==> src/design/dfr_pkg.sv <==
`timescale 1ns / 1ps
// shared types and constants for the length-prefixed deframer
package dfr_pkg;

  localparam int LEN_BYTES   = 8;
  localparam int LEN_CNT_W   = $clog2(LEN_BYTES + 1);
  localparam int LEN_POS_W   = 3;
  localparam int COUNT_W     = 64;
  localparam int BYTE_W      = 8;
  localparam int KIND_W      = 2;
  localparam int CFG_INDEX_W = 2;

  localparam logic [KIND_W-1:0] KIND_REPLY = 2'd0;
  localparam logic [KIND_W-1:0] KIND_DATA  = 2'd1;
  localparam logic [KIND_W-1:0] KIND_GRANT = 2'd2;

  localparam logic [CFG_INDEX_W-1:0] REG_START = 2'd0;
  localparam logic [CFG_INDEX_W-1:0] REG_ACK   = 2'd1;
  localparam logic [CFG_INDEX_W-1:0] REG_NACK  = 2'd2;

  localparam logic [BYTE_W-1:0] START_RESET = 8'd1;
  localparam logic [BYTE_W-1:0] ACK_RESET   = 8'd2;
  localparam logic [BYTE_W-1:0] NACK_RESET  = 8'd3;

  typedef struct packed {
    logic [BYTE_W-1:0] start_code;
    logic [BYTE_W-1:0] ack_code;
    logic [BYTE_W-1:0] nack_code;
  } codes_t;

  typedef struct packed {
    logic [KIND_W-1:0] kind;
    logic [BYTE_W-1:0] value;
    logic              last;
  } result_t;

  typedef enum logic [2:0] {
    PH_IDLE = 3'b001,
    PH_LEN  = 3'b010,
    PH_DATA = 3'b100
  } phase_t;

endpackage

==> src/design/dfr_cfg_regs.sv <==
`timescale 1ns / 1ps
// configuration registers for the start, ack and nack codes
module dfr_cfg_regs import dfr_pkg::*; (
  input  logic                   clk,
  input  logic                   rst,
  input  logic                   cfg_valid,
  output logic                   cfg_ready,
  input  logic [CFG_INDEX_W-1:0] cfg_index,
  input  logic [BYTE_W-1:0]      cfg_data,
  output codes_t                 codes
);

  assign cfg_ready = 1'b1;

  always_ff @(posedge clk) begin
    if (rst) begin
      codes.start_code <= START_RESET;
      codes.ack_code   <= ACK_RESET;
      codes.nack_code  <= NACK_RESET;
    end else if (cfg_valid) begin
      unique case (cfg_index)
        REG_START: codes.start_code <= cfg_data;
        REG_ACK:   codes.ack_code   <= cfg_data;
        REG_NACK:  codes.nack_code  <= cfg_data;
        default:   ;  // unmapped index, write dropped
      endcase
    end
  end

endmodule

==> src/design/dfr_in_reg.sv <==
`timescale 1ns / 1ps
// input register stage holding one received byte
module dfr_in_reg import dfr_pkg::*; (
  input  logic              clk,
  input  logic              rst,
  input  logic              in_valid,
  output logic              in_ready,
  input  logic [BYTE_W-1:0] rx_byte,
  output logic              item_valid,
  output logic [BYTE_W-1:0] item_byte,
  input  logic              item_take
);

  assign in_ready = !item_valid || item_take;

  always_ff @(posedge clk) begin
    if (rst) begin
      item_valid <= 1'b0;
    end else if (in_ready) begin
      item_valid <= in_valid;
    end
  end

  always_ff @(posedge clk) begin
    if (in_valid && in_ready) begin
      item_byte <= rx_byte;
    end
  end

endmodule

==> src/design/dfr_engine.sv <==
`timescale 1ns / 1ps
// frame state, length assembly, payload count and result register
module dfr_engine import dfr_pkg::*; (
  input  logic              clk,
  input  logic              rst,
  input  codes_t            codes,
  input  logic              item_valid,
  input  logic [BYTE_W-1:0] item_byte,
  output logic              item_take,
  output logic              out_valid,
  input  logic              out_ready,
  output result_t           result
);

  phase_t                phase, phase_next;
  logic [LEN_CNT_W-1:0]  len_left, len_left_next;
  logic [COUNT_W-1:0]    remaining, remaining_next;
  logic [LEN_POS_W-1:0]  len_pos;
  logic                  load;
  result_t               result_next;

  assign item_take = item_valid && (!out_valid || out_ready);
  assign len_pos   = LEN_POS_W'(LEN_CNT_W'(LEN_BYTES) - len_left);

  always_comb begin
    phase_next     = phase;
    len_left_next  = len_left;
    remaining_next = remaining;
    load           = 1'b0;
    result_next    = '0;
    if (item_take) begin
      unique case (phase)
        PH_LEN: begin
          remaining_next = remaining |
                           ({{(COUNT_W-BYTE_W){1'b0}}, item_byte} << {len_pos, 3'b000});
          len_left_next  = len_left - 1'b1;
          if (len_left_next == '0) begin
            phase_next = (remaining_next == '0) ? PH_IDLE : PH_DATA;
          end
        end
        PH_DATA: begin
          remaining_next    = remaining - 1'b1;
          load              = 1'b1;
          result_next.kind  = KIND_DATA;
          result_next.value = item_byte;
          result_next.last  = (remaining_next == '0);
          if (remaining_next == '0) begin
            phase_next = PH_IDLE;
          end
        end
        default: begin
          load       = 1'b1;
          phase_next = PH_IDLE;
          priority if (item_byte == codes.start_code) begin
            phase_next        = PH_LEN;
            len_left_next     = LEN_CNT_W'(LEN_BYTES);
            remaining_next    = '0;
            result_next.kind  = KIND_REPLY;
            result_next.value = codes.ack_code;
          end else if (item_byte == codes.ack_code) begin
            result_next.kind  = KIND_GRANT;
          end else begin
            result_next.kind  = KIND_REPLY;
            result_next.value = codes.nack_code;
          end
        end
      endcase
    end
  end

  always_ff @(posedge clk) begin
    if (rst) begin
      phase     <= PH_IDLE;
      len_left  <= '0;
      remaining <= '0;
      out_valid <= 1'b0;
    end else begin
      phase     <= phase_next;
      len_left  <= len_left_next;
      remaining <= remaining_next;
      if (load) begin
        out_valid <= 1'b1;
      end else if (out_ready) begin
        out_valid <= 1'b0;
      end
    end
  end

  always_ff @(posedge clk) begin
    if (load) begin
      result <= result_next;
    end
  end

`ifndef SYNTHESIS
  a_last_only_data: assert property (@(posedge clk) disable iff (rst)
    out_valid && result.last |-> result.kind == KIND_DATA)
    else $error("last flag on a non-payload result");
  a_grant_zero: assert property (@(posedge clk) disable iff (rst)
    out_valid && result.kind == KIND_GRANT |-> result.value == '0)
    else $error("grant result with nonzero value");
  a_data_nonzero: assert property (@(posedge clk) disable iff (rst)
    phase == PH_DATA |-> remaining != '0)
    else $error("payload phase with zero count");
  a_len_range: assert property (@(posedge clk) disable iff (rst)
    phase == PH_LEN |-> len_left != '0 && len_left <= LEN_CNT_W'(LEN_BYTES))
    else $error("length counter out of range");
  a_no_result_on_len: assert property (@(posedge clk) disable iff (rst)
    item_take && phase == PH_LEN |=> $stable(result))
    else $error("length byte changed the result register");
`endif

endmodule

==> src/design/handshake_length_prefixed_deframer_core.sv <==
`timescale 1ns / 1ps
// top level of the length-prefixed frame receiver
//
// rx_byte items come in on in_valid/in_ready, one received byte per item.
// while idle, a start code opens a frame and yields a reply item carrying
// the ack code; the ack code yields a transmit-grant item (value zero);
// anything else yields a reply item carrying the nack code. after a start,
// eight length bytes (least significant first) form a 64-bit payload count
// and produce no item; each payload byte then comes out as a data item,
// the final one with last set. a zero count returns to idle at once.
// results leave on out_valid/out_ready as kind, value and last.
// out_valid rises once the byte has passed the input register and then
// the result register. throughput: one byte per cycle, sustained while
// out_ready stays high. when the receiver stalls, the result register
// holds and the input register fills; in_ready drops only when both are
// full. cfg writes (index 0 start, 1 ack, 2 nack) are registered; other
// indices are dropped. reset restores codes 1/2/3 and returns to idle.
module handshake_length_prefixed_deframer_core import dfr_pkg::*; (
  input  logic                   clk,
  input  logic                   rst,
  // configuration write channel
  input  logic                   cfg_valid,
  output logic                   cfg_ready,
  input  logic [CFG_INDEX_W-1:0] cfg_index,
  input  logic [BYTE_W-1:0]      cfg_data,
  // received byte channel
  input  logic                   in_valid,
  output logic                   in_ready,
  input  logic [BYTE_W-1:0]      rx_byte,
  // result channel
  output logic                   out_valid,
  input  logic                   out_ready,
  output logic [KIND_W-1:0]      kind,
  output logic [BYTE_W-1:0]      value,
  output logic                   last
);

  codes_t            codes;
  logic              item_valid;
  logic [BYTE_W-1:0] item_byte;
  logic              item_take;
  result_t           result;

  // programmable handshake codes
  dfr_cfg_regs u_cfg (
    .clk       (clk),
    .rst       (rst),
    .cfg_valid (cfg_valid),
    .cfg_ready (cfg_ready),
    .cfg_index (cfg_index),
    .cfg_data  (cfg_data),
    .codes     (codes)
  );

  // input register, frees up whenever the engine takes its byte
  dfr_in_reg u_in (
    .clk        (clk),
    .rst        (rst),
    .in_valid   (in_valid),
    .in_ready   (in_ready),
    .rx_byte    (rx_byte),
    .item_valid (item_valid),
    .item_byte  (item_byte),
    .item_take  (item_take)
  );

  // frame tracking and result register
  dfr_engine u_eng (
    .clk        (clk),
    .rst        (rst),
    .codes      (codes),
    .item_valid (item_valid),
    .item_byte  (item_byte),
    .item_take  (item_take),
    .out_valid  (out_valid),
    .out_ready  (out_ready),
    .result     (result)
  );

  assign kind  = result.kind;
  assign value = result.value;
  assign last  = result.last;

endmodule
==> config.mk <==
export PLATFORM = sky130hd
export DESIGN_NAME = handshake_length_prefixed_deframer_core
export DESIGN_NICKNAME = d
export VERILOG_FILES = /design/src/design/dfr_pkg.sv /design/src/design/dfr_cfg_regs.sv /design/src/design/dfr_in_reg.sv /design/src/design/dfr_engine.sv /design/src/design/handshake_length_prefixed_deframer_core.sv
export SDC_FILE = /design/constraint.sdc
export NUM_CORES = 1
export LEC_CHECK = 0
export BUFFER_PORTS_ARGS = -buffer_cell sky130_fd_sc_hd__buf_4
export CAP_MARGIN = 20
export CORE_MARGIN = 10
export CORE_UTILIZATION = 30
export DETAILED_ROUTE_END_ITERATION = 7
export SLEW_MARGIN = 20
export SYNTH_ARGS = -nofsm -noshare
export SYNTH_HDL_FRONTEND = slang
export SYNTH_HIERARCHICAL = 1
export SYNTH_SLANG_ARGS = --single-unit
==> constraint.sdc <==
create_clock -name clk -period 4.2 [get_ports clk]
set_input_delay 0.84 -clock clk [delete_from_list [all_inputs] [get_ports clk]]
set_output_delay 0.84 -clock clk [all_outputs]
set_load 0.03 [all_outputs]
=== Word-level counts from Yosys, hierarchy flattened ===
Index checks and enable logic that the tools add are counted.

* Add/sub/neg operators: 3
* Multiplexer cells: 17
* Shift operators: 1
* Reduce and logical (&&, ||, !) cells: 20
* Bitwise logic cells: 2
* Equality and inequality tests: 8

{| class="wikitable"
|+ Operators with widths
! operator !! count
|-
| zero test 64 bit || 2
|-
| one-hot mux 64 bit (2 select lines) || 1
|-
| 2-to-1 mux 64 bit || 1
|-
| OR 64 bit || 1
|-
| << shifter 8 x 6 -> 64 bit || 1
|-
| subtractor 64 x 1 -> 64 bit (second input constant) || 1
|-
| one-hot mux 10 bit (2 select lines) || 1
|-
| equality test 8 bit || 2
|-
| 2-to-1 mux 10 bit || 1
|-
| AND reduction 2 bit || 5
|-
| 2-to-1 mux 3 bit || 3
|-
| 2-to-1 mux 8 bit || 1
|-
| one-hot mux 4 bit (2 select lines) || 1
|-
| one-hot mux 3 bit (2 select lines) || 1
|-
| AND reduction 3 bit || 2
|-
| zero test 4 bit || 1
|-
| 2-to-1 mux 1 bit || 4
|-
| 2-to-1 mux 2 bit || 2
|-
| 2-to-1 mux 4 bit || 1
|-
| inequality test 2 x 1 -> 1 bit (second input constant) || 2
|-
| nonzero test 2 bit || 2
|-
| subtractor 4 x 1 -> 4 bit (second input constant) || 1
|-
| equality test 3 x 2 -> 1 bit (second input constant) || 1
|-
| equality test 3 bit (second input constant) || 1
|-
| other kinds (9) || 12
|}

* Output and inout bits: 14
* Bits in registers: 116
* Bits of input ports: 23

=== Depth between registers and ports, before layout ===
Gate-level depths: netlist (run 1).

* Word-level depth: 7
* Depth in mapped cells: 13
* Depth with buffers taken out: 10

=== Hierarchy ===
The synthesis (run 1) kept the hierarchy.

{| class="wikitable"
|+ Modules (own cells, without submodules)
! module !! area an instance (um2) !! cells an instance !! instances !! sequential area each (um2)
|-
| dfr_engine || 6842.8 || 977 || 1 || 1771.7
|-
| dfr_cfg_regs || 996.0 || 94 || 1 || 480.5
|-
| dfr_in_reg || 295.3 || 13 || 1 || 260.2
|}

=== Least setup slack after synthesis (run 1) ===
Ideal clock, no wire load.

* Kind: reg2reg
* From: register u_eng.remaining[37]
* To: register u_eng.phase[2]
* Slack: 940 ps
* Library setup time: 140 ps
* Arrival time: 3120 ps
* Data required time: 4060 ps
* Buffers on the path: 1
* Cell stages (with the launch flop): 10
* Cell sequence: dfxtp_1 -> buf_6 -> or4_4 -> or2_4 -> nor4_2 -> nand3_1 -> xnor2_1 -> or4_4 -> nor4_4 -> a41oi_1

* Cells in the longest elaborated chain, start to end: 5
* Elaborated cells between the ends (all ways): 9
* Classes of those cells: 1 x add/sub; 1 x eq/ne; 3 x mux; 1 x bitwise; 3 x reduce/logical

{| class="wikitable"
|+ Ends and longest elaborated chain
! what !! RTL line !! RTL
|-
| start, declared || dfr_engine.sv:17 || <nowiki>logic [COUNT_W-1:0] remaining, remaining_next;</nowiki>
|-
| start signal, assigned || dfr_engine.sv:80 || <nowiki>remaining <= remaining_next;</nowiki>
|-
| parallel branches: the longest is 5 deep, another holds subtractor 64 x 1 -> 64 bit || - ||
|-
| end signal, assigned || dfr_engine.sv:78 || <nowiki>phase <= phase_next;</nowiki>
|-
| end, declared || dfr_engine.sv:15 || <nowiki>phase_t phase, phase_next;</nowiki>
|}

Several ways; the timed one is not identified. The select of a mux whose other input is x is not followed.
A chain may end at the register's enable or synchronous reset.

=== Worst setup path in the final report (run 1) ===
* From: register u_eng.remaining[1]
* To: register u_eng/result[0] (netlist name)

* Cells in the longest elaborated chain, start to end: 2

{| class="wikitable"
|+ Ends and longest elaborated chain
! what !! RTL line !! RTL
|-
| subtractor 64 x 1 -> 64 bit || dfr_engine.sv:42 || <nowiki>remaining_next = remaining - 1'b1;</nowiki>
|-
| zero test 64 bit || dfr_engine.sv:46 || <nowiki>result_next.last = (remaining_next == '0);</nowiki>
|}

No other way between the ends.

==> results of run 1 <==
-- per-stage QoR --
step | util [%] | cell area, um^2 | hold WS [ps] | std cells | setup WS [ps]
6_report | 34.8 | 9340 | 478 | 1424 | 304
5_1_grt | 34.8 | 9340 | 501 | 1424 | 104
4_1_cts | 34.8 | 9340 | 482 | 1424 | 403
3_5_place_dp | 32.5 | 8700 | 474 | 1392 | 425
3_3_place_gp | 32.5 | 8700 | 463 | 1392 | 524
2_1_floorplan | - | 8130 | 452 | 1084 | 940
-- registers in the layout, summed over array words and instances (netlist names) --
register and count:
u_in/item_byte 8, u_eng/result 11, u_cfg/codes 24, u_eng/out_valid 1, u_eng/len_left 4, u_in/item_valid 1, u_eng/phase 3, u_eng/remaining 64
-- power by group --
part / switching, uW / internal [uW]
logic: 148 / 77.0
registers: 14.8 / 1150
clock network: 618 / 986
total: 781 / 2210
-- worst min path at each step --
| stage | start | endpoint | cells after the start |
|---|---|---|---|
| after floorplan | u_cfg/codes[6] | u_cfg/codes[6] | 2 |
| after global placement | u_cfg/codes[3] | u_cfg/codes[3] | 2 |
| after detailed placement | u_cfg/codes[6] | u_cfg/codes[6] | 2 |
| after CTS | u_cfg/codes[4] | u_cfg/codes[4] | 2 |
| after global routing | u_cfg/codes[4] | u_cfg/codes[4] | 2 |
| final | u_cfg/codes[4] | u_cfg/codes[4] | 2 |
-- cell type report --
| type | instances | area share (%) |
|---|---|---|
| Clock buffer | 18 | 4.82 |
| Sequential cell | 116 | 26.9 |
| Timing Repair Buffer | 67 | 5.56 |
| Inverter | 17 | 0.683 |
| Clock inverter | 14 | 2.00 |
| Tap cell | 341 | 4.57 |
| Multi-Input combinational cell | 851 | 55.5 |
-- routing by layer --
metal / up-vias / track usage (%) / routed length (um)
li1: 4010 / - / -
met1: 4056 / 24.1 / 13300
met2: 452 / 26.7 / 13300
met3: 54 / 2.93 / 2490
met4: 0 / 6.27 / 770
met5: - / 0 / 0
-- worst max-delay path, cell delays in order (launching register included) --
cell	delay, ps
dfxtp_1	380
inv_1	110
ha_1	230
or3b_1	510
nor4_1	450
nand3_1	440
or4_1	650
o31a_1	330
nor4_1	310
nand4_1	130
nor3_1	180
-- logic make-up (layout without fill, tap and decap cells) --
| logic type | Yosys count | in the layout | share of synthesized area (%) |
|---|---|---|---|
| adders and majority gates | 4 | 4 | 0.615 |
| muxes | 34 | 34 | 4.20 |
| AOI/OAI and AO/OA | 290 | 290 | 22.7 |
| and+or+nand+nor | 479 | 479 | 31.2 |
| DFF | 116 | 116 | 30.9 |
| xor gates and xnor gates | 43 | 43 | 4.63 |
| buffers and inverters | 117 | 116 | 5.71 |
| other | 1 | 1 | 0.0461 |
-- placed cells by master, fill, tap and decap left out, drive strengths merged, types with 8 or more instances in the layout --
cell type / n
a211oi: 10
a21oi: 88
a222oi: 8
a22oi: 10
a31oi: 28
and3: 13
buf: 67
clkbuf: 18
dfxtp: 97
edfxtp: 19
inv: 24
mux2i: 33
nand2: 68
nand2b: 35
nand3: 22
nand4: 23
nor2: 141
nor3: 53
nor4: 47
o21ai: 68
o221ai: 8
o22a: 11
o31ai: 11
or2: 8
or3: 20
or4: 15
xnor2: 28
xor2: 15
==> results.md, run 1 <==
* Max_cap viols at 0
* Worst vdd rail ir drop at around 0.25 mV
* Cts hold-fix bufs at 0
* Port Buffers at 35
* Grt ovf at 0
* Kind of critical path: reg2reg
* Reg-to-Reg End: u_eng/result[0]
* Hpwl dp at 19800 um
* Syn avg cell area at 7.50 um^2
* Root Buffer: clkbuf_16
* Fmax at 257 MHz
* Yosys Warn Count at 6
* Worst Path Arrival at ~4200 ps
* Tcrit/Tclk final at 92.8%
* CTS Sinks at 116
* GP Congestion at just under 1
* CP max FO at 10
* Io pins at 37
* Initial Util at 30.4%
* Critical path launch point type: flop
* Row Count at 60
* Share of cells above drive strength 1 at 11.6%
* Status: finished, final reports clean
* Synth-to-layout area growth at 14.8%
* Yosys cell types at between 70 and 80
* Synth Flop Type: dfxtp_1
* Routed wire length at between 20000 and 30000 um
* Syn Inst Count at 1084
* CTS Buffer Depth at 2
* Worst-Margin Slew at approximately 1000 ps
* Register bit total from synthesis at 116
* Crit path from: u_eng/remaining[1]
* Top post-synthesis cells by area: dfxtp_1 (24%), edfxtp_1 (7.0%), nor2_1 (6.5%), a21oi_1 (5.4%), mux2i_1 (4.1%)
* HP Class: reg2reg
* Setup crit end: u_eng/result[0]
* Vias at about 8600
* 1st-iter DRT viols at 915
* CTS H-tree lvls at 4
* Critical path required time at around 4500 ps
* Worst reg2reg path depth at 10
* Final Hold Vio Count at 0
* N_diodes at 0
* Sequential area share after synthesis at 30.9%
* Post-synth EDFFs at 19
* FFs w/ async S/R, synth at 0%
* R2r startpoint: u_eng/remaining[1]
* Skew final at 14.1 ps
* Final ANT Viol Nets at 0
* WL per Instance at 21.0 um
* Top post-synthesis cells by count: nor2_1 (141), dfxtp_1 (97), a21oi_1 (87), clkbuf_1 (87), nand2_1 (68)
* GRT Total Usage at between 15 and 20%
* Die ar. at 34100 um^2
* P_leak at 0.00358 uW
* Synth top area share at 23.9%
* Pwr Density at 321 nW/um^2
* Setup TNS at 0 ps
* TritonCTS buffer count at 17
* Core Area at 26800 um^2
* Pwr Total at ~3000 uW
* Count leader, synth: nor2_1
* Reg-to-reg setup timing slack at slightly above 300 ps
* Number of vias per cell at 6.02
* Die width at 185 um
* RSZ-0062 raised after global routing: no
* Synthesized Nets at 1111
* Multi-input logic area at about 5200 um^2
* DR DRC count at 0
* Clk Latency, worst-skew pair at 440 ps
* Fillers at 2754
* Pre-Repair DR Iteration Count at 6
* Resized cells post-CTS at 0
* Die height at 185 um
* Fin nets at 1097
* Cell Area, Synth at 8130 um^2
* Post-route minimum period at 3900 ps
* CTS tree: built
* Post-CTS Setup Bufs at 0
* Worst relative slew slack at 30.2%
* Largest net degree at the start of global routing at between 100 and 150
* Setup violators final at 0
* Critical Path End Type: flop
* Cell taking the most area after synthesis: dfxtp_1
* First-pass GRT wire length at around 47000 um
* Register area at 2510 um^2
* Vias in the first global route at 8005
* Slew Limit Fails at 0
* Initial antenna violation count at 0
* Worst-path clk slew at 60 ps
Power figures use the tool's default switching activity.
==> inputs of run 2 (changes only) <==
- PLACE_DENSITY: unset -> 0.43
==> run 2 against run 1 <==
Against the previous run:
- count of clock-buffer cells in the layout did not move
- combinational power barely moved
- cell area fell by 0.21%
- clock skew fell by 3.8 ps
- largest power group unchanged
- highest routed layer unchanged
==> results.md, run 2 (same netlist as run 1, synthesis figures left out) <==
* Status: finished, final reports clean
* Worst vdd rail ir drop at 0.199 mV (-19%)
* Share of cells above drive strength 1 at 12.0% (+0.33 points)
* Row Count at 60 (unchanged)
* Resized cells post-CTS at 0 (unchanged)
* Hpwl dp at 22500 um (+14%)
* Worst Path Arrival at 4040 ps (-110 ps)
* Initial Util at 30.4% (unchanged)
* Worst-Margin Slew at 1100 ps (+52.2 ps)
* WL per Instance at 23.7 um (+13%)
* Final Hold Vio Count at 0 (unchanged)
* Post-route minimum period at 3790 ps (-103 ps)
* CTS H-tree lvls at 4 (unchanged)
* GRT Total Usage at 19.8% (+2.4 points)
* Slowest stage delay, CP at 680 ps (+30 ps)
* Worst relative slew slack at 26.5% (-3.7 points)
* Critical Path End Type: flop
* Place WS at 510 ps (+85.0 ps)
* Setup violators final at 0 (unchanged)
* Worst-path cell chain: inv_1 > ha_1 > or3b_1 > nor4_1 > nand3_1 > or4_1 > o31a_1 > nor4_1 > nand4_1 > nor3_1
* CP Buf/Inv Count at 1 (unchanged)
* P_leak at 0.00358 uW (about the same)
* Cts hold-fix bufs at 0 (unchanged)
* HP Class: reg2reg
* Critical path launch point type: flop
* Met3 GRT Util at 4.11% (+1.2 points)
* N_diodes at 0 (unchanged)
* Grt met2 use at 31.1% (+4.4 points)
* Fin nets at 1101 (+0.36%)
* Kind of critical path: reg2reg
* First-pass GRT wire length at 51700 um (+10%)
* RSZ-0062 raised after global routing: no
* Setup ws final at 407 ps (+103 ps)
* Tcrit/Tclk final at 90.3% (-2.5 points)
* Slew Limit Fails at 0 (unchanged)
* CP max FO at 12 (+2)
* Largest register FFs at 64 (unchanged)
* Clk Latency, worst-skew pair at 430 ps (about the same)
* Worst-path clk slew at 70 ps (about the same)
* 1st-iter DRT viols at 961 (+5.0%)
* GP Congestion at 0.892 (-8.8%)
* Vias at 8635 (+0.73%)
* GR met1 Demand/Resource at 26.8% (+2.6 points)
* Fmax at 264 MHz (+2.7%)
* CTS Sinks at 116 (unchanged)
* Die height at 185 um (unchanged)
* Vias in the first global route at 8339 (+4.2%)
* Top flop regs: u_eng/remaining (64), u_cfg/codes (24), u_eng/result (11)
* CTS tree: built
* TritonCTS buffer count at 17 (unchanged)
* Grt ovf at 0 (unchanged)
* GR peak layer: met2
* Routed wire length at 33800 um (+13%)
* Largest net degree at the start of global routing at 85 (-21%)
* Family with the most delay on the worst path: simple AND/OR/NAND/NOR gates
* Die ar. at 34100 um^2 (unchanged)
* Commonest cells after routing, fill and taps aside: nor2_1 (141), dfxtp_1 (97), a21oi_1 (87), buf_4 (70), nand2_1 (67)
* Die width at 185 um (unchanged)
* Synth-to-layout area growth at 14.6%
* Biggest register: u_eng/remaining
* Post-CTS Setup Bufs at 0 (unchanged)
* Pwr Density at 314 nW/um^2 (-2.2%)
* CTS Buffer Depth at 2 (unchanged)
* Worst path slowest cell: or4_1
* Layout Utilization at 34.8% (-0.075 points)
* Hold Slack at 474 ps (-3.91 ps)
* DR DRC count at 0 (unchanged)
* Skew final at 10.3 ps (-3.80 ps)
* Most used cell, CP: nor4_1
* Io pins at 37 (unchanged)
* Number of vias per cell at 6.05 (+0.45%)
* Setup TNS at 0 ps (unchanged)
* Critical path required time at 4450 ps (about the same)
* Core Area at 26800 um^2 (unchanged)
* Pre-Repair DR Iteration Count at 6 (unchanged)
* Max_cap viols at 0 (unchanged)
* Final ANT Viol Nets at 0 (unchanged)
* Port Buffers at 35 (unchanged)
* Most common cell after layout, fill and taps aside: nor2_1
* Initial antenna violation count at 0 (unchanged)
* Root Buffer: clkbuf_16
[run 2: worst min-delay path, cell delays in order, from the launching register on]
cell and delay, ps:
dfxtp_1 310, nand2b_1 60, mux2i_1 60
[run 2: path summary, 6_finish.rpt]
check | start | endpoint | slack, ps | cells after the start
worst min-delay path | u_cfg/codes[3] | u_cfg/codes[3] | 470 | 2
worst min register to register | u_cfg/codes[3] | u_cfg/codes[3] | 470 | 2
worst max-delay path | u_eng/remaining[1] | u_eng/result[0] | 410 | 10
worst max register to register | u_eng/remaining[1] | u_eng/result[0] | 410 | 10
[run 2: cell type report]
class | count | area (um^2)
multi-input cells | 851 | 5180
flip-flops and latches | 116 | 2510
well taps | 341 | 427
clock inverters | 14 | 151
fillers | 2821 | 17500
inverters | 17 | 63.8
repair buffers | 71 | 546
clock buffers | 18 | 439
[run 2: power by group]
| part | switching (uW) | internal [uW] | leakage [uW] |
|---|---|---|---|
| registers | 18.5 | 1150 | 0.000968 |
| clock network | 667 | 860 | 0.000287 |
| logic | 149 | 77.2 | 0.00232 |
[run 2: through the flow]
stage               area, um^2  std cells  power [uW]
floorplan                 8130       1084        1320
global placement          8730       1396        1420
detailed placement        8730       1396        1420
CTS                       9320       1428        2950
global route              9320       1428        3020
finish                    9320       1428        2920
[run 2: per-layer routing]
metal  wire (um)  share of wire [%]
met1       15400                 45
met2       15300                 45
met3        2470                7.3
met4         711                2.1
met5           0                  0
